$ cat src/hw/rtl/sri_pkg.sv
// shared types, constants and width helper for the segment/rectangle core
package sri_pkg;

  localparam int unsigned RECT_WIDTH          = 12;
  localparam int unsigned DEF_COORD_WIDTH     = 16;
  localparam int unsigned DEF_COORD_FRAC_BITS = 4;

  typedef enum logic [1:0] {
    EDGE_TOP    = 2'd0,
    EDGE_RIGHT  = 2'd1,
    EDGE_BOTTOM = 2'd2,
    EDGE_LEFT   = 2'd3
  } edge_e;

  typedef struct packed {
    logic  hit;
    edge_e edge_id;
    logic  along_x;
    logic  neg;
  } sri_ctrl_t;

  // internal signed width: holds every coordinate, scaled edge and difference
  function automatic int unsigned ext_width(int unsigned cw, int unsigned fb);
    int unsigned m;
    m = (cw > RECT_WIDTH + fb) ? cw : RECT_WIDTH + fb;
    return m + 2;
  endfunction

endpackage

$ cat src/hw/rtl/sri_back.sv
// back end: pipelined restoring divider, one quotient bit per stage, then point assembly
module sri_back #(
  parameter int unsigned COORD_WIDTH     = sri_pkg::DEF_COORD_WIDTH,
  parameter int unsigned COORD_FRAC_BITS = sri_pkg::DEF_COORD_FRAC_BITS,
  localparam int unsigned EW = sri_pkg::ext_width(COORD_WIDTH, COORD_FRAC_BITS),
  localparam int unsigned PW = 2 * EW
) (
  input  logic                          clk_i,
  input  logic                          rst_ni,
  input  logic                          in_valid_i,
  input  sri_pkg::sri_ctrl_t            in_ctrl_i,
  input  logic [PW-1:0]                 in_num_i,
  input  logic [EW-1:0]                 in_den_i,
  input  logic signed [EW-1:0]          in_a0_i,
  input  logic signed [EW-1:0]          in_fix_i,
  output logic                          done_o,
  output logic                          hit_o,
  output logic [1:0]                    edge_hit_o,
  output logic signed [COORD_WIDTH-1:0] hit_x_o,
  output logic signed [COORD_WIDTH-1:0] hit_y_o
);
  import sri_pkg::*;

  logic                 sv_q   [EW];
  sri_ctrl_t            sctl_q [EW];
  logic [PW-1:0]        snum_q [EW];
  logic [EW-1:0]        sden_q [EW];
  logic signed [EW-1:0] sa0_q  [EW], sfix_q [EW];
  logic [EW-1:0]        srem_q [EW], sq_q [EW];

  for (genvar j = 0; j < EW; j++) begin : g_stage
    localparam int unsigned BI = EW - 1 - j;
    logic                 iv;
    sri_ctrl_t            ictl;
    logic [PW-1:0]        inum;
    logic [EW-1:0]        iden, irem, iq;
    logic signed [EW-1:0] ia0, ifix;
    logic [EW:0]          t, diff;
    logic                 ge;

    if (j == 0) begin : g_head
      assign iv   = in_valid_i;
      assign ictl = in_ctrl_i;
      assign inum = in_num_i;
      assign iden = in_den_i;
      assign ia0  = in_a0_i;
      assign ifix = in_fix_i;
      assign irem = in_num_i[PW-1:EW];
      assign iq   = '0;
    end else begin : g_body
      assign iv   = sv_q[j-1];
      assign ictl = sctl_q[j-1];
      assign inum = snum_q[j-1];
      assign iden = sden_q[j-1];
      assign ia0  = sa0_q[j-1];
      assign ifix = sfix_q[j-1];
      assign irem = srem_q[j-1];
      assign iq   = sq_q[j-1];
    end

    assign t    = {irem, inum[BI]};
    assign diff = t - {1'b0, iden};
    assign ge   = (t >= {1'b0, iden});

    always_ff @(posedge clk_i or negedge rst_ni) begin
      if (!rst_ni) sv_q[j] <= 1'b0;
      else         sv_q[j] <= iv;
    end

    always_ff @(posedge clk_i) begin
      sctl_q[j] <= ictl;
      snum_q[j] <= inum;
      sden_q[j] <= iden;
      sa0_q[j]  <= ia0;
      sfix_q[j] <= ifix;
      srem_q[j] <= ge ? diff[EW-1:0] : t[EW-1:0];
      sq_q[j]   <= {iq[EW-2:0], ge};
    end
  end

  localparam int unsigned LS = EW - 1;

  logic signed [EW:0]          qs, along;
  logic signed [COORD_WIDTH-1:0] al_c, fx_c;
  logic                        done_q;
  logic                        hit_q;
  logic [1:0]                  edge_q;
  logic signed [COORD_WIDTH-1:0] x_q, y_q;

  assign qs    = $signed({1'b0, sq_q[LS]});
  assign along = (EW + 1)'(sa0_q[LS]) + (sctl_q[LS].neg ? -qs : qs);
  assign al_c  = along[COORD_WIDTH-1:0];
  assign fx_c  = sfix_q[LS][COORD_WIDTH-1:0];

  always_ff @(posedge clk_i or negedge rst_ni) begin
    if (!rst_ni) done_q <= 1'b0;
    else         done_q <= sv_q[LS];
  end

  always_ff @(posedge clk_i) begin
    hit_q  <= sctl_q[LS].hit;
    edge_q <= sctl_q[LS].hit ? sctl_q[LS].edge_id : EDGE_TOP;
    if (!sctl_q[LS].hit) begin
      x_q <= '0;
      y_q <= '0;
    end else if (sctl_q[LS].along_x) begin
      x_q <= al_c;
      y_q <= fx_c;
    end else begin
      x_q <= fx_c;
      y_q <= al_c;
    end
  end

  assign done_o     = done_q;
  assign hit_o      = hit_q;
  assign edge_hit_o = edge_q;
  assign hit_x_o    = x_q;
  assign hit_y_o    = y_q;

endmodule

$ cat config.mk
export PLATFORM = sky130hd
export DESIGN_NAME = sri_back
export DESIGN_NICKNAME = d
export VERILOG_FILES = /design/src/hw/rtl/sri_pkg.sv /design/src/hw/rtl/sri_back.sv
export SDC_FILE = /design/constraint.sdc
export NUM_CORES = 2
export LEC_CHECK = 0
export BUFFER_PORTS_ARGS = -buffer_cell sky130_fd_sc_hd__buf_2
export CAP_MARGIN = 40
export CELL_PAD_IN_SITES_DETAIL_PLACEMENT = 0
export CELL_PAD_IN_SITES_GLOBAL_PLACEMENT = 1
export CORE_ASPECT_RATIO = 1.25
export CORE_MARGIN = 2
export CORE_UTILIZATION = 50
export DETAILED_ROUTE_END_ITERATION = 12
export PLACE_DENSITY_LB_ADDON = 0.25
export SLEW_MARGIN = 20
export SYNTH_ARGS = -nofsm -noshare
export SYNTH_HDL_FRONTEND = slang
export SYNTH_SLANG_ARGS = --single-unit
$ cat constraint.sdc
create_clock -name clk_i -period 3.7 [get_ports clk_i]
set_clock_uncertainty 0.1 [all_clocks]
set_input_delay 0.555 -clock clk_i [delete_from_list [all_inputs] [get_ports clk_i]]
set_output_delay 0.555 -clock clk_i [all_outputs]
set_load 0.01 [all_outputs]
# == Word level (Yosys, flattened, before mapping) ==
# Memory sizes are Yosys's and may differ from the RTL's.
# Cells that the tools add are included.
# totals
reg_bits,54
word_cells,89
mem_count,7
input_bits,98
out_inout_bits,36
mem_bits_rw,2358
# op_classes
n_mux,21
n_addsub,20
order_cmp,18
# mem_list
memory,depth,word_bits,read_ports,rd_clocked_by_memory_dff,wr,line_no,text
snum_q,18,36,17,0,18,sri_back.sv:26,logic [PW-1:0] snum_q [EW];
sa0_q,18,18,18,0,18,sri_back.sv:28,"logic signed [EW-1:0] sa0_q [EW], sfix_q [EW];"
sden_q,18,18,17,0,18,sri_back.sv:27,logic [EW-1:0] sden_q [EW];
sfix_q,18,18,18,0,18,sri_back.sv:28,
sq_q,18,18,18,0,18,sri_back.sv:29,"logic [EW-1:0] srem_q [EW], sq_q [EW];"
srem_q,18,18,17,0,18,sri_back.sv:29,
1 more memories,-,-,-,-,-,-,
# ops
operator,count
>= comparator 19 x 18 -> 1 bit,18
two-way mux 18 bit,18
subtractor 18 bit,18
two-way mux 16 bit,3
adder 16 bit,1
negation 16 bit,1

# == Depth between registers and ports, before layout ==
# An unclocked memory read counts as a cell.
# logic_depth
ltp_word,5
mapped_depth,15
mapped_depth_nobuf,15

# == Worst setup path before layout ==
# Ideal clock, no wire load.
# synth_path
path_kind,register to register
startpoint,memory sq_q[17][4] in the netlist's numbering
endpoint,"register y_q[14], in the netlist hit_y_o[14]"
arrival_ns,3.095
stages_incl_launch_ff,12
path_slack_ns,0.443
setup_ns,0.062
path_buffers,0
period_less_slack_ns,3.257
cell_sequence,dfxtp_1 > or3_1 > or3_1 > o41ai_1 > nand2b_1 > o21ai_0 > xnor2_1 > ha_1 > nor3_1 > a211o_1 > or4b_2 > nand3_1
# synth_rtl
item,line_no,text
"start, declared",sri_back.sv:29,
"end signal, assigned",sri_back.sv:111,y_q <= al_c;
"end, declared",sri_back.sv:88,"logic signed [COORD_WIDTH-1:0] x_q, y_q;"

==> results.sh <==
export IMPL_firstDrtPassIters=5
export IMPL_status="finished clean"
export IMPL_synthFlopType="dfxtp_1"
export IMPL_ctsLongestPathBuffers=3
export IMPL_gp_congestion=0.905
export IMPL_port_buffers=129
export IMPL_grt_usage_pct=18.1
export IMPL_root_buffer="clkbuf_16"
export IMPL_synth_edff_count=0
export IMPL_hpwl_um=73900
export IMPL_yosysWarnings=0
export IMPL_numCtsBuffers=150
export IMPL_placed_cell_area_um2=56500
export IMPL_hold_viol_final=0
export IMPL_drt_iter0_drc=1109
export IMPL_postCtsSetupBuffers=0
export IMPL_holdWs_ns=0.151
export IMPL_yosysTopAreaCellShare_pct=59.7
export IMPL_synth_top_cells_by_count="dfxtp_1, inv_1, ha_1, nand2_1, a21oi_1"
export IMPL_power_total_mw=58.1
export IMPL_grt_pass1_vias=33500
export IMPL_slew_limit_headroom_pct=52.6
export IMPL_clock_sinks=1621
export IMPL_grt_overflow_total=0
export IMPL_grt_pass1_wl_um=161000
export IMPL_setup_worst_path_class="reg -> reg"
export IMPL_dp_slack_ns=0.169
export IMPL_insertion_delay_ns=0.76
export IMPL_max_vdd_ir_drop_uv=484
export IMPL_core_region_area_um2=107000
export IMPL_fp_dieW_um=297
export IMPL_power_density_nw_per_um2=927
export IMPL_area_growth_pct=16.6
export IMPL_synth_most_common_cell="dfxtp_1"
export IMPL_fin_crit_sh_pct=92.5
export IMPL_io_pins=134
export IMPL_cp_end_kind="register"
export IMPL_maxSlewViolCount=0
export IMPL_cts_tree="done"
export IMPL_hold_path_class="in -> async"
export IMPL_cp_data_arrival_time_ns=4.02
export IMPL_ys_ff_latch=1621
export IMPL_grt_max_degree=42
export IMPL_wl_per_cell_um=15.2
export IMPL_vias=32300
export IMPL_htree_num_levels=4
export IMPL_maxCapViolations=0
export IMPL_ant_nets=0
export IMPL_worstPathRequired_ns=4.30
export IMPL_final_cell_area_um2=62700
export IMPL_synth_area_leaders="dfxtp_1, ha_1, mux2_2"
export IMPL_leakage_nw=28.2
export IMPL_rsz0062_at_grt="no"
export IMPL_tightest_slew_ns=0.701
export IMPL_setup_tns_ns=0
export IMPL_synth_cell_type_count=87
export IMPL_max_freq_ghz=0.292
export IMPL_routed_wl_um=99500
export IMPL_initial_core_util_pct=50.4
export IMPL_synth_area_um2=53700
export IMPL_cp_max_fo=6
export IMPL_ys_seq_area_share_pct=60.6
export IMPL_startpoint_type="register"
export IMPL_syn_area_per_cell_um2=11.6
export IMPL_drt_vias_per_instance=4.92
export IMPL_die_area_um2=110000
export IMPL_antenna_found_initial=4
export IMPL_path_clk_slew_ns=0.06
export IMPL_synthArstFlopShare_pct=1.17
export IMPL_drc=0
export IMPL_rows=134
export IMPL_layout_drive_gt1_share_pct=13.3
export IMPL_syn_inst=4626
export IMPL_synth_nets=5086
export IMPL_fin_ws_ns=0.279
export IMPL_period_minus_slack_ns=3.42
export IMPL_die_y_um=371
export IMPL_setup_viol=0
export IMPL_fin_nets=5476
export IMPL_yosysTopAreaCell="dfxtp_1"
## kinds of logic (layout without fill, tap and decap cells)
logic type               after synthesis  in the layout  share of synthesized area (%)
AO/OA/AOI/OAI                        855            855                           10.6
XOR/XNOR                             244            244                           3.98
adder cells (fa/ha/maj)              362            362                           8.68
buffers and inverters                474            982                           3.46
flip-flops                          1621           1621                           60.6
multiplexers                         242            242                           4.98
other                                  0              1                              0
AND/OR/NAND/NOR                      828            828                           7.71
## worst paths after layout
path	start	end	slack [ns]	cells past startpoint
setup reg to reg	sq_q[17][4]$_DFF_P_	hit_y_o[14]$_SDFF_PN0_	0.28	10
hold / removal	rst_ni	done_o$_DFF_PN0_	0.15	2
min in group clk_i	sa0_q[15][5]$_DFF_P_	sa0_q[16][5]$_DFF_P_	0.20	0
hold reg to reg	sa0_q[15][5]$_DFF_P_	sa0_q[16][5]$_DFF_P_	0.20	0
max in group asynchronous	rst_ni	g_stage[5].iv$_DFF_PN0_	3.06	2
setup / recovery	sq_q[17][4]$_DFF_P_	hit_y_o[14]$_SDFF_PN0_	0.28	10
## timing repair
| action | 4_1_cts | 5_1_grt |
|---|---|---|
| hold buffers | 92 | 0 |
| resized for setup | 0 | 1 |
| setup endpoints to repair | 0 | 6 |
| endpoints found under the hold margin | 110 | 0 |
## routing by layer
layer  global-route usage (%)  vias up  part of all wire [%]
met5                        0        -                 0.035
met3                     3.36      310                   2.9
met2                     37.2      487                    56
met1                     16.4    14900                    36
met4                     10.2        6                   5.3
li1                         -    16600                     -
## report_power, final
part | switching (mW) | total (mW) | internal (mW)
clock network | 6.55 | 15.6 | 9.09
logic | 10.4 | 20.1 | 9.69
registers | 1.42 | 22.4 | 20.9
## final cells by class
type                       count  area [µm²]
fill                        8785       44000
sequential                  1621       32500
multi-input combinational   2531       19400
clock buffer                 207        4300
timing repair buffer         288        2180
tap                         1428        1790
inverter                     424        1590
clock inverter                63         891
antenna                        1        2.50
## state kept, by name, summed over array words and instances, names as in the netlist
register	count
done_o	1
edge_hit_o	2
g_stage.iv	17
hit_o	1
hit_x_o	16
hit_y_o	16
sa0_q	288
sctl_q	90
sden_q	306
sfix_q	288
snum_q	153
sq_q	136
srem_q	306
sv_q	1
## cell usage in the layout, fill, tap and decap left out, types with 23 or more instances in the layout
master	Yosys	layout
nor3_1	75	75
clkbuf_16	0	153
clkinv_2	0	23
o21ai_0	195	195
mux2_2	174	174
dfxtp_1	1602	1601
dlygate4sd3_1	0	92
nand3_1	91	91
nand4_1	42	42
a211oi_1	30	30
o21a_1	45	45
mux2i_1	55	55
a21o_1	129	129
nor2b_1	74	74
buf_4	13	58
inv_1	424	424
a31oi_1	36	35
and2_1	23	23
xnor2_1	157	157
o31ai_1	30	30
nand2_1	212	212
a21oi_1	198	198
clkbuf_1	26	27
nor2_1	156	156
nand2b_1	36	36
xor2_1	87	87
clkbuf_8	0	27
or3_1	34	34
ha_1	344	344
buf_2	6	129
## per-stage QoR
| step | std cells | utilization, % |
|---|---|---|
| floorplan | 4626 | - |
| global placement | 6199 | 53.0 |
| detailed placement | 6200 | 53.0 |
| CTS | 6562 | 58.8 |
| global route | 6562 | 58.8 |
| finish | 6563 | 58.8 |
## critical path, cell delays in order (launching register included)
cell	delay, ns
dfxtp_1	0.33
or3_1	0.42
or4_1	0.61
nand2_1	0.12
xnor2_1	0.07
ha_1	0.38
and4_1	0.21
a221oi_1	0.10
a211o_1	0.32
or4b_2	0.61
nand3_1	0.08
Note: power is estimated with default switching activity, not from simulation.
