$ cat config.mk
export PLATFORM = sky130hd
export DESIGN_NAME = sri_fifo
export DESIGN_NICKNAME = d
export VERILOG_FILES = /design/src/hw/rtl/sri_fifo.sv
export SDC_FILE = /design/constraint.sdc
export NUM_CORES = 1
export LEC_CHECK = 0
export ABC_CLOCK_PERIOD_IN_PS = 1400
export BUFFER_PORTS_ARGS = -buffer_cell sky130_fd_sc_hd__buf_2
export CORE_UTILIZATION = 40
export DETAILED_ROUTE_END_ITERATION = 8
export HOLD_SLACK_MARGIN = 0.12
export PLACE_DENSITY = 0.68
export SLEW_MARGIN = 10
export SYNTH_ARGS = -nofsm -noshare
export SYNTH_HDL_FRONTEND = slang
export SYNTH_SLANG_ARGS = --single-unit
$ cat constraint.sdc
create_clock -name clk_i -period 1.4 [get_ports clk_i]
set_input_delay 0.28 -clock clk_i [delete_from_list [all_inputs] [get_ports clk_i]]
set_output_delay 0.28 -clock clk_i [all_outputs]
set_load 0.05 [all_outputs]
$ cat src/hw/rtl/sri_fifo.sv
// two-entry queue between front end and divider back end, drains every cycle
module sri_fifo #(
  parameter int unsigned DW = 8
) (
  input  logic          clk_i,
  input  logic          rst_ni,
  input  logic          push_i,
  input  logic [DW-1:0] data_i,
  output logic          full_o,
  output logic          out_valid_o,
  output logic [DW-1:0] data_o
);
  logic [DW-1:0] mem_q [2];
  logic          wr_ptr_q, rd_ptr_q;
  logic [1:0]    cnt_q, cnt_d;
  logic          push, pop;

  assign full_o      = (cnt_q == 2'd2);
  assign push        = push_i && !full_o;
  assign pop         = (cnt_q != 2'd0);
  assign out_valid_o = pop;
  assign data_o      = mem_q[rd_ptr_q];

  always_comb begin
    cnt_d = cnt_q;
    if (push && !pop)      cnt_d = cnt_q + 2'd1;
    else if (!push && pop) cnt_d = cnt_q - 2'd1;
  end

  always_ff @(posedge clk_i) begin
    if (push) mem_q[wr_ptr_q] <= data_i;
  end

  always_ff @(posedge clk_i or negedge rst_ni) begin
    if (!rst_ni) begin
      wr_ptr_q <= 1'b0;
      rd_ptr_q <= 1'b0;
      cnt_q    <= 2'd0;
    end else begin
      if (push) wr_ptr_q <= ~wr_ptr_q;
      if (pop)  rd_ptr_q <= ~rd_ptr_q;
      cnt_q <= cnt_d;
    end
  end

endmodule

==> After elaboration in Yosys (flattened, before gate mapping) <==
Memory sizes are Yosys's and may differ from the RTL's.
Cells that the tools add are included.
{ "classes": {"muxes": 4, "n_reduce_logical": 8, "n_eq_ne": 1, "bitwise": 2, "add_sub_neg": 2} }
{ "ops": {"columns": ["op", "count"], "rows": [
  ["$mux 2", 2],
  ["$reduce_bool 2->1", 2],
  ["$logic_and 1x1->1", 3],
  ["$logic_not 1->1", 3],
  ["$add 2x1->2 const B", 1],
  ["$eq 2x2->1 const B", 1],
  ["$mux 1", 2],
  ["$not 1->1", 2],
  ["$sub 2x1->2 const B", 1]
]} }
{ "totals": {"regBits": 4, "elab_cells": 21, "n_memories": 1, "out_inout_bits": 10, "mem_bits_rw": 16} }
{ "mem_list": {"columns": ["name", "words", "width", "rd", "rd_ports_with_merged_regs", "write_ports", "line", "rtl"], "rows": [
  ["mem_q", 2, 8, 1, 0, 1, "13", "logic [DW-1:0] mem_q [2];"]
]} }

==> Depth between registers and ports, before layout <==
Gate-level depths: netlist of run 1.
{ "depth": {"ltp_word": 7, "depth_mapped": 7, "ltp_nobuf": 7} }

==> Worst setup path before layout of run 1 <==
No wires, ideal clock.
{ "synth_path": {"path_type": "flip-flop to flip-flop", "startpoint": "register cnt_q[0]", "endpoint": "memory mem_q[0][0], enable pin", "path_stages_with_launch": 4, "required_ns": 1.030, "arrival_time_ns": 0.969, "setup_time_ns": 0.370, "synth_period_minus_slack_ns": 1.340, "path_slack_ns": 0.060, "path_cell_list": "dfrtp_1 > nand2b_4 > nand2_2 > nor2_1"} }
{ "synth_via": {"elab_chain_cells": 5} }
{ "synth_rtl": {"columns": ["element", "line", "rtl"], "rows": [
  ["start, declared", "15", "logic [1:0] cnt_q, cnt_d;"],
  ["start signal, assigned", "42", "cnt_q <= cnt_d;"],
  ["$eq 2x2->1", "18", "assign full_o = (cnt_q == 2'd2);"],
  ["$logic_not 1->1", "19", "assign push = push_i && !full_o;"],
  ["$logic_and 1x1->1", "19", null],
  ["$mux 1", "31", "if (push) mem_q[wr_ptr_q] <= data_i;"],
  ["$mux 1 (not written as such)", "31", null],
  ["end, declared", "13", null]
]} }
No other way between the ends.

==> Final worst setup path of run 1 <==
{ "layout_path": {"startpoint": "register rd_ptr_q", "endpoint": "output port data_o[4]"} }
{ "layout_via": {"elab_chain_cells": 1} }
{ "layout_rtl": {"columns": ["element", "line", "rtl"], "rows": [
  ["start, declared", "14", "logic wr_ptr_q, rd_ptr_q;"],
  ["start signal, assigned", "41", "if (pop) rd_ptr_q <= ~rd_ptr_q;"],
  ["$mem_v2 2x8", null, null],
  ["end, declared", "11", "output logic [DW-1:0] data_o"]
]} }
No other way between the ends.

==> out/results.md, run 1 <==
• 1.35 mm — wirelength, routed
• 837 um — half-perimeter wire length after placement
• buf_6 > mux2_4 > buf_8 — CP cell instances
• 0 — antenna violations before repair
• 46.3 um — Vert. Die Dim
• 92 — final net count
• primary input to register — worst min path class
• sky130_fd_sc_hd__dfrtp_2 — slowest stage cell, crit path
• 0.648 — final core area utilization
• 0.439 — effective utilization at floorplan
• output port — kind of end point of the critical path
• 4 — number of detailed-route iterations in the first pass
• 1120 ps — required time at the endpoint of the critical path
• 21 — IO Count
• sky130_fd_sc_hd__edfxtp_1 (16), sky130_fd_sc_hd__buf_6 (11), sky130_fd_sc_hd__buf_2 (10) — highest-count cells in the layout ignoring fill and taps
• 44 — cells after synthesis
• 217 ps — Tightest Pin Transition
• 1.71 mV — maximum vdd ir drop
• 474 — via count of the first global-routing pass
• 475 — via count
• 2140 um2 — die area
• 0.137 — global router's overall resource usage
• 120 ps — Worst-path clk slew
• 3.06 mW — total power
• 1780 um2 — Core ar.
• sky130_fd_sc_hd__clkbuf_4 — root cell of the clock tree
• 13 — maximum number of pins on one net before global-route repair
• 46.3 um — Die W
• register to output port — type of the setup path with the least slack
• 2 — deepest clock path buffer count
• complete, but fails checks — outcome
• 5 — worst-path fanout max
• 47.4% — area delta synth->final
• 1.97 mm — wire length of the first global-routing pass
• 13.0 um — routed length per instance
• 0 — antenna-violating nets left
• 420 ps — crit-path max cell delay
• 0 — Yosys warning total
• 0 — overflow left after global routing
• true — setup repair after global routing missed its margin
• -1410 ps — final total negative setup slack
• 0 — number of max-cap violations
• 0.671 — fraction of layout instances using a drive strength above 1
• 12 — number of different library cells in the post-synthesis netlist
• 0 — remaining design rule violation count
• 20 — clock sink count
• 783 um2 — synthesized cell area
• 4.57 — post-detailed-route via-to-cell ratio
• 0.593 — RD Place Congestion
• 15 — row count
• 1580 ps — final critical path time including I/O delays and setup
• 0.484 nW — leakage component of the power
• 1.13 — final period utilization
• 9 — # setup viols final
• 56 — Mapped Nets
• register — critical path launch point type
• 5 — starting DRC count in detailed routing
• 300 ps — Worst-Skew Late Latency
• 0 — Hold Vio Cnt, Final
• 0 — final antenna diode count
• yes — clock tree from TritonCTS
• 3 — TritonCTS buffer count
• 2650 nW/um2 — Power Dens Cells
• 17.8 um2 — syn avg cell area
• 0.741 — post-synthesis sequential area ratio
• 20 — input/output buffers
• 0.633 GHz — fmax
• negative setup slack — failing checks
• sky130_fd_sc_hd__edfxtp_1 — most common cell after layout, fill and taps aside
• 20 — number of synthesized register bits
• 1 — level count of the clock H-tree
• -180 ps — post-route worst setup slack
• 0 — Slew Limit Fails
• 1300 ps — arrival time of the worst setup path
• 12.5 ps — Max Clock Skew
• 0.856 — Relative slew margins
[registers in the layout, indices dropped and copies added (netlist names)]
| register | count |
|---|---|
| mem_q | 16 |
| cnt_q | 2 |
| rd_ptr_q | 1 |
| wr_ptr_q | 1 |
[repair_timing]
item / 4_1_cts / 5_1_grt
hold buffers: 1 / 0
pin swaps: 1 / 4
endpoints found under the hold margin: 4 / 0
gates resized for setup: 28 / 7
setup endpoints to repair: 10 / 19
setup buffers: 7 / 1
[power breakdown]
| group | switching [mW] | leakage [nW] | internal, mW |
|---|---|---|---|
| registers | 0.0729 | 0.194 | 0.836 |
| clock network | 0.178 | 0.0279 | 0.289 |
| logic | 0.913 | 0.262 | 0.768 |
[critical path: cells and delay by family, from the launching register on]
| kind | cells | cell delay [ps] |
|---|---|---|
| flip-flops | 1 | 420 |
| multiplexers | 1 | 300 |
| buffers and inverters | 2 | 280 |
[Yosys cell counts]
master	instances	area share
sky130_fd_sc_hd__dfrtp_1	4	0.13
sky130_fd_sc_hd__xnor2_1	3	0.034
sky130_fd_sc_hd__nand2b_4	1	0.018
sky130_fd_sc_hd__nand2_2	1	0.0080
sky130_fd_sc_hd__edfxtp_1	16	0.61
sky130_fd_sc_hd__inv_1	3	0.014
sky130_fd_sc_hd__nor2_1	3	0.014
sky130_fd_sc_hd__mux2_2	8	0.12
sky130_fd_sc_hd__xor2_1	2	0.022
sky130_fd_sc_hd__buf_4	1	0.0096
sky130_fd_sc_hd__and3_1	1	0.0080
sky130_fd_sc_hd__ha_1	1	0.016
[path summary, 6_finish.rpt]
path | from | end | slack, ps | cells after the start
max reg2reg | cnt_q[1] | cnt_q[1] | 0 | 8
min | data_i[6] | mem_q[1][6] | 160 | 1
min in group asynchronous | rst_ni | wr_ptr_q | 310 | 2
max in group asynchronous | rst_ni | rd_ptr_q | 940 | 2
max | rd_ptr_q | data_o[4] | -180 | 3
min reg2reg | wr_ptr_q | wr_ptr_q | 510 | 1
[kinds of logic (layout without fill, tap and decap cells)]
kind of cell             after synthesis  after routing  share of synthesized area
multiplexers                           8              8                      0.115
AND/OR/NAND/NOR                        6              6                     0.0479
adder cells (fa/ha/maj)                1              1                     0.0160
buffers and inverters                  4             39                     0.0240
XOR/XNOR                               5              5                     0.0559
flip-flops                            20             20                      0.741
[layer usage]
| layer | global-route usage | vias up | wire [um] |
|---|---|---|---|
| li1 | - | 224 | - |
| met1 | 0.158 | 235 | 552 |
| met2 | 0.234 | 14 | 736 |
| met3 | 0.0235 | 2 | 53 |
| met4 | 0.0882 | 0 | 12 |
| met5 | 0 | - | 0 |
[per-stage QoR]
| stage | std cells | setup slack, ps | cell area, um2 | hold slack (ps) |
|---|---|---|---|---|
| 6_report | 104 | -180 | 1150 | 156 |
| 5_1_grt | 104 | -220 | 1150 | 149 |
| 4_1_cts | 104 | -185 | 1130 | 154 |
| 3_5_place_dp | 92 | -7.80 | 937 | 93.0 |
| 3_3_place_gp | 92 | -14.6 | 937 | 91.4 |
| 2_1_floorplan | 44 | 60.3 | 783 | -15.6 |
[layout make-up]
cell class                 instances  area, um2
clock buffer                       3       22.5
clock inverter                     1       30.0
fill                             144        628
inverter                           3       11.3
multi-input combinational         20        211
sequential                        20        582
tap                               25       31.3
timing repair buffer              32        267
Power figures use the tool's default switching activity.
==> inputs of run 2 (changes only) <==
- SETUP_SLACK_MARGIN: default -> 0.02
==> out/results.md, run 2 (synthesis gave the netlist of run 1 again) <==
• 1.84 mV — maximum vdd ir drop, was 1.71 mV
• 937 um2 — cell area after placement, unchanged
• yes — clock tree from TritonCTS, unchanged
• register — critical path launch point type, unchanged
• 4.51 — post-detailed-route via-to-cell ratio, was 4.57
• buf_6 > mux2_4 > buf_8 — CP cell instances, unchanged
• 0.152 — part of the total power dissipated in the clock network, was 0.153
• 3.07 mW — total power, was 3.06 mW
• primary input to register — worst min path class, unchanged
• sky130_fd_sc_hd__edfxtp_1 — most common cell after layout, fill and taps aside, unchanged
• true — setup repair after global routing missed its margin, unchanged
• 20 — clock sink count, unchanged
• 12.5 um — routed length per instance, was 13.0 um
• 1.13 — final period utilization, about the same
• 0.593 — RD Place Congestion, unchanged
• 105 — number of cells in the finished layout apart from fillers, was 104
• 0.377 — Switching Fraction, was 0.381
• 16 — max reg flops, unchanged
• 20 — input/output buffers, unchanged
• 2140 um2 — die area, unchanged
• 1.32 mm — wirelength, routed, was 1.35 mm
• 1 — level count of the clock H-tree, unchanged
• negative setup slack — failing checks, unchanged
• mem_q — register name with the most flops, unchanged
• 0 — Slew Limit Fails, unchanged
• 0 — antenna-violating nets left, unchanged
• 0 — Hold Vio Cnt, Final, unchanged
• flip-flops — Crit path max-delay family, unchanged
• 4 — number of detailed-route iterations in the first pass, unchanged
• 1.16 mW — Sw Pwr, about the same
• 146 — number of filler cells placed in the layout, was 144
• 0 — number of max-cap violations, unchanged
• mem_q[1][6] — sink of the worst hold path, unchanged
• 1170 um2 — finished layout cell area, was 1150 um2
• 21 — IO Count, unchanged
• 3 — TritonCTS buffer count, unchanged
• complete, but fails checks — outcome, unchanged
• 300 ps — Worst-Skew Late Latency, about the same
• 50 ps — internal reg-to-reg setup slack, was 0 ps
• 1 — cell depth of the worst hold path, unchanged
• 474 — via count, was 475
• 2 — crit path buf inv count, unchanged
• 0.140 — global router's overall resource usage, was 0.137
• 48.9% — area delta synth->final, was 47.4%
• 1580 ps — final critical path time including I/O delays and setup, about the same
• 2630 nW/um2 — Power Dens Cells, was 2650 nW/um2
• 7 — Worst Reg-to-Reg Cells, was 8
• 93 — final net count, was 92
• 5 — worst-path fanout max, unchanged
• 0.858 — Relative slew margins, was 0.856
• 0 — remaining design rule violation count, unchanged
• sky130_fd_sc_hd__clkbuf_4 — root cell of the clock tree, unchanged
• 46.3 um — Die W, unchanged
• cnt_q[0] — Reg-to-Reg Start, was cnt_q[1]
• 0.490 nW — leakage component of the power, was 0.484 nW
• mem_q (16), cnt_q (2) — Largest regs, unchanged
• 213 ps — Tightest Pin Transition, was 217 ps
• 1.99 mm — wire length of the first global-routing pass, was 1.97 mm
• 6 — starting DRC count in detailed routing, was 5
• 1120 ps — required time at the endpoint of the critical path, about the same
• 1780 um2 — Core ar., unchanged
• 0.634 GHz — fmax, was 0.633 GHz
• 15 — row count, unchanged
• register to output port — type of the setup path with the least slack, unchanged
• 1.91 mW — Internal Power, was 1.89 mW
• 420 ps — crit-path max cell delay, about the same
• 92 — placed cell count, unchanged
• 46.3 um — Vert. Die Dim, unchanged
• data_i[6] — launch instance of the worst min-delay path, unchanged
• 0.551 — combinational group share of total power, was 0.550
• cnt_q[1] — RR Endpoint, unchanged
• 0.439 — effective utilization at floorplan, unchanged
• 0.297 — register share of total power, about the same
• 0 — final antenna diode count, unchanged
• 9 — # setup viols final, unchanged
• 120 ps — Worst-path clk slew, about the same
• output port — kind of end point of the critical path, unchanged
• 13 — maximum number of pins on one net before global-route repair, unchanged
• 2 — deepest clock path buffer count, unchanged
• 0.675 — fraction of layout instances using a drive strength above 1, was 0.671
• 837 um — half-perimeter wire length after placement, unchanged
• -178 ps — post-route worst setup slack, was -180 ps
• sky130_fd_sc_hd__edfxtp_1 (16), sky130_fd_sc_hd__buf_6 (12), sky130_fd_sc_hd__buf_2 (10) — highest-count cells in the layout ignoring fill and taps, was sky130_fd_sc_hd__edfxtp_1 (16), sky130_fd_sc_hd__buf_6 (11), sky130_fd_sc_hd__buf_2 (10)
• -1380 ps — final total negative setup slack, was -1410 ps
• 1300 ps — arrival time of the worst setup path, about the same
• 0 — overflow left after global routing, unchanged
• -7.80 ps — worst slack at placement, unchanged
• 479 — via count of the first global-routing pass, was 474
• 11.9 ps — Max Clock Skew, was 12.5 ps
• rd_ptr_q — launch point of the worst path, unchanged
• 0 — antenna violations before repair, unchanged
• sky130_fd_sc_hd__dfrtp_2 — slowest stage cell, crit path, unchanged
-- run 2: how the worst max path moves through the flow --
stage | endpoint | slack, ps | cells after the start
floorplan | mem_q[0][0] | 60 | 3
detailed placement | data_o[4] | -8 | 2
CTS | data_o[6] | -180 | 3
global placement | data_o[4] | -10 | 2
global route | data_o[5] | -220 | 3
finish | data_o[4] | -180 | 3
-- run 2: what timing repair did --
action                                 in CTS  in global routing
pin swaps                                   1                  4
gates resized for setup                    31                  5
cloned                                      0                  0
buffers inserted                            7                  2
hold buffers                                1                  0
endpoints found under the hold margin       4                  0
setup endpoints to repair                  10                 11
-- run 2: routing by layer --
metal,GRT usage,vias up,routed length (um)
li1,-,227,-
met1,0.158,231,531
met2,0.242,14,711
met3,0.0235,2,62
met4,0.0882,0,12
met5,0,-,0
-- run 2: metrics by stage --
step / utilization / hold slack, ps
2_1_floorplan: - / -15.6
3_3_place_gp: 0.526 / 91.4
3_5_place_dp: 0.526 / 93.0
4_1_cts: 0.636 / 154
5_1_grt: 0.654 / 149
6_report: 0.654 / 157
-- run 2: final cells by class --
type | instances | area, um2 | area share
Clock buffer | 3 | 22.5 | 0.0193
Tap cell | 25 | 31.3 | 0.0268
Timing Repair Buffer | 33 | 278 | 0.238
Inverter | 3 | 11.3 | 0.00966
Sequential cell | 20 | 582 | 0.499
Multi-Input combinational cell | 20 | 211 | 0.181
Clock inverter | 1 | 30.0 | 0.0258
-- run 2: power groups by stage --
| stage | Clock [mW] | Combinational (mW) | Sequential (mW) |
|---|---|---|---|
| 3_3_place_gp | 0 | 1.15 | 0.953 |
| 3_5_place_dp | 0 | 1.16 | 0.961 |
| 4_1_cts | 0.468 | 1.62 | 0.909 |
| 5_1_grt | 0.487 | 1.80 | 0.930 |
| 6_report | 0.467 | 1.69 | 0.912 |
| 2_1_floorplan | 0 | 0.941 | 0.908 |
==> inputs of run 3 (changes only) <==
- PLACE_DENSITY: 0.68 -> default
- PLACE_DENSITY_LB_ADDON: default -> 0.05
- RECOVER_POWER: default -> 100
==> out/results.md, run 3 (synthesis gave the netlist of run 1 again) <==
• 100 ps — Worst-path clk slew, was 120 ps
• yes — clock tree from TritonCTS, unchanged
• 650 um — sum of met2 wire segment lengths after detailed routing, was 711 um
• 0 — final antenna diode count, unchanged
• 0 — number of max-cap violations, unchanged
• 2140 um2 — die area, unchanged
• 1.52 mV — maximum vdd ir drop, was 1.84 mV
• 0 — remaining design rule violation count, unchanged
• 94 — final net count, was 93
• 46.3 um — Vert. Die Dim, unchanged
• 1 — cell depth of the worst hold path, unchanged
• primary input to register — worst min path class, unchanged
• 0 — Hold Vio Cnt, Final, unchanged
• 21 — IO Count, unchanged
• cnt_q[1] — RR Endpoint, unchanged
• 1.13 — final period utilization, about the same
• 8 — Worst Reg-to-Reg Cells, was 7
• 3 — number of detailed-route iterations in the first pass, was 4
• negative setup slack — failing checks, unchanged
• sky130_fd_sc_hd__edfxtp_1 (16), sky130_fd_sc_hd__buf_2 (9), sky130_fd_sc_hd__buf_6 (9) — highest-count cells in the layout ignoring fill and taps, was sky130_fd_sc_hd__edfxtp_1 (16), sky130_fd_sc_hd__buf_6 (12), sky130_fd_sc_hd__buf_2 (10)
• 1580 ps — final critical path time including I/O delays and setup, about the same
• 0 — antenna violations before repair, unchanged
• 20 — clock sink count, unchanged
• 2 — deepest clock path buffer count, unchanged
• sky130_fd_sc_hd__edfxtp_1 — most common cell after layout, fill and taps aside, unchanged
• 2550 nW/um2 — Power Dens Cells, was 2630 nW/um2
• 0.641 — final core area utilization, was 0.654
• 12 — maximum number of pins on one net before global-route repair, was 13
• 0.667 — RD Place Congestion, was 0.593
• 0.439 — effective utilization at floorplan, unchanged
• 20 — input/output buffers, unchanged
• 0.136 — global router's overall resource usage, was 0.140
• 2.91 mW — total power, was 3.07 mW
• 1.52 ps — Max Clock Skew, was 11.9 ps
• 1.93 mm — wire length of the first global-routing pass, was 1.99 mm
• 0.642 — fraction of layout instances using a drive strength above 1, was 0.675
• mem_q[1][3] — sink of the worst hold path, was mem_q[1][6]
• register — critical path launch point type, unchanged
• 11 — # setup viols final, was 9
• true — setup repair after global routing missed its margin, unchanged
• 16 — max reg flops, unchanged
• 15 — row count, unchanged
• 0 — antenna-violating nets left, unchanged
• -180 ps — post-route worst setup slack, was -178 ps
• 45.8% — area delta synth->final, was 48.9%
• register to output port — type of the setup path with the least slack, unchanged
• cnt_q[1] — Reg-to-Reg Start, was cnt_q[0]
• 129 — number of filler cells placed in the layout, was 146
• 0.633 GHz — fmax, was 0.634 GHz
• 0 — overflow left after global routing, unchanged
• 5 — starting DRC count in detailed routing, was 6
• 0.471 nW — leakage component of the power, was 0.490 nW
• mem_q — register name with the most flops, unchanged
• 1300 ps — arrival time of the worst setup path, about the same
• 280 ps — Worst-Skew Late Latency, was 300 ps
• 0 — Slew Limit Fails, unchanged
• 457 — via count of the first global-routing pass, was 479
• met3 — top sig layer, was met4
• 1 — level count of the clock H-tree, unchanged
• mem_q (16), cnt_q (2) — Largest regs, unchanged
• complete, but fails checks — outcome, unchanged
• 1780 um2 — Core ar., unchanged
• 517 um — routed length on met1, was 531 um
• 757 um — half-perimeter wire length after placement, was 837 um
• sky130_fd_sc_hd__clkbuf_4 — root cell of the clock tree, unchanged
• data_i[3] — launch instance of the worst min-delay path, was data_i[6]
• 46.3 um — Die W, unchanged
• 1120 ps — required time at the endpoint of the critical path, about the same
• 1.21 mm — wirelength, routed, was 1.32 mm
• 39 um — met3 WL post-DR, was 62 um
• 468 — via count, was 474
• -40 ps — internal reg-to-reg setup slack, was 50 ps
• output port — kind of end point of the critical path, unchanged
• 4.42 — post-detailed-route via-to-cell ratio, was 4.51
• 0.837 — Relative slew margins, was 0.858
• 244 ps — Tightest Pin Transition, was 213 ps
• 5 — worst-path fanout max, unchanged
• 3 — TritonCTS buffer count, unchanged
• 11.4 um — routed length per instance, was 12.5 um
## run 3: critical path, cell delays in order, from the launching register on
cell and delay [ps]:
sky130_fd_sc_hd__dfrtp_2 430, sky130_fd_sc_hd__buf_6 130, sky130_fd_sc_hd__mux2_4 300, sky130_fd_sc_hd__buf_8 150
## run 3: layout make-up
| cell class | instances | area (um2) | share of cell area |
|---|---|---|---|
| Clock buffer | 4 | 36.3 | 0.0318 |
| Timing Repair Buffer | 34 | 278 | 0.243 |
| Inverter | 3 | 13.8 | 0.0120 |
| Sequential cell | 20 | 582 | 0.509 |
| Multi-Input combinational cell | 20 | 201 | 0.176 |
| Tap cell | 25 | 31.3 | 0.0274 |
## run 3: worst max-delay path by stage
stage	slack, ps	to	depth (start not counted)	startpoint
floorplan	60	mem_q[0][0]	3	cnt_q[0]
global placement	-10	data_o[6]	2	rd_ptr_q
detailed placement	-30	data_o[1]	2	rd_ptr_q
CTS	-190	data_o[1]	3	rd_ptr_q
global route	-220	data_o[2]	3	rd_ptr_q
finish	-180	data_o[1]	3	rd_ptr_q
## run 3: where the power goes
group          switching [mW]  leakage [nW]  internal, mW
Sequential             0.0682         0.194         0.836
Clock                   0.159        0.0210         0.158
Combinational           0.908         0.256         0.782
Total                    1.13         0.471          1.78
## run 3: timing repair
action                     4_1_cts  5_1_grt
setup endpoints to repair       10       11
setup buffers                    7        2
resized for setup               30        9
pin swaps                        1        5
hold buffers                     1        0
hold endpoints to repair         4        0
## run 3: metrics by stage
stage                     worst slack (ps)  TNS [ps]  area [um2]  hold WS (ps)  std cells
after detailed placement             -34.9      -237         945          95.9         93
after floorplan                       60.3         0         783         -15.6         44
after CTS                             -189     -1490        1130           164        105
after global placement               -13.5     -17.0         945          94.8         93
final                                 -180     -1420        1140           175        106
after global routing                  -225     -2100        1140           154        106
## run 3: routing by layer
layer,vias up,global-route usage
met5,-,0
met4,0,0.0529
met3,0,0.0353
met2,13,0.220
met1,222,0.173
li1,233,-
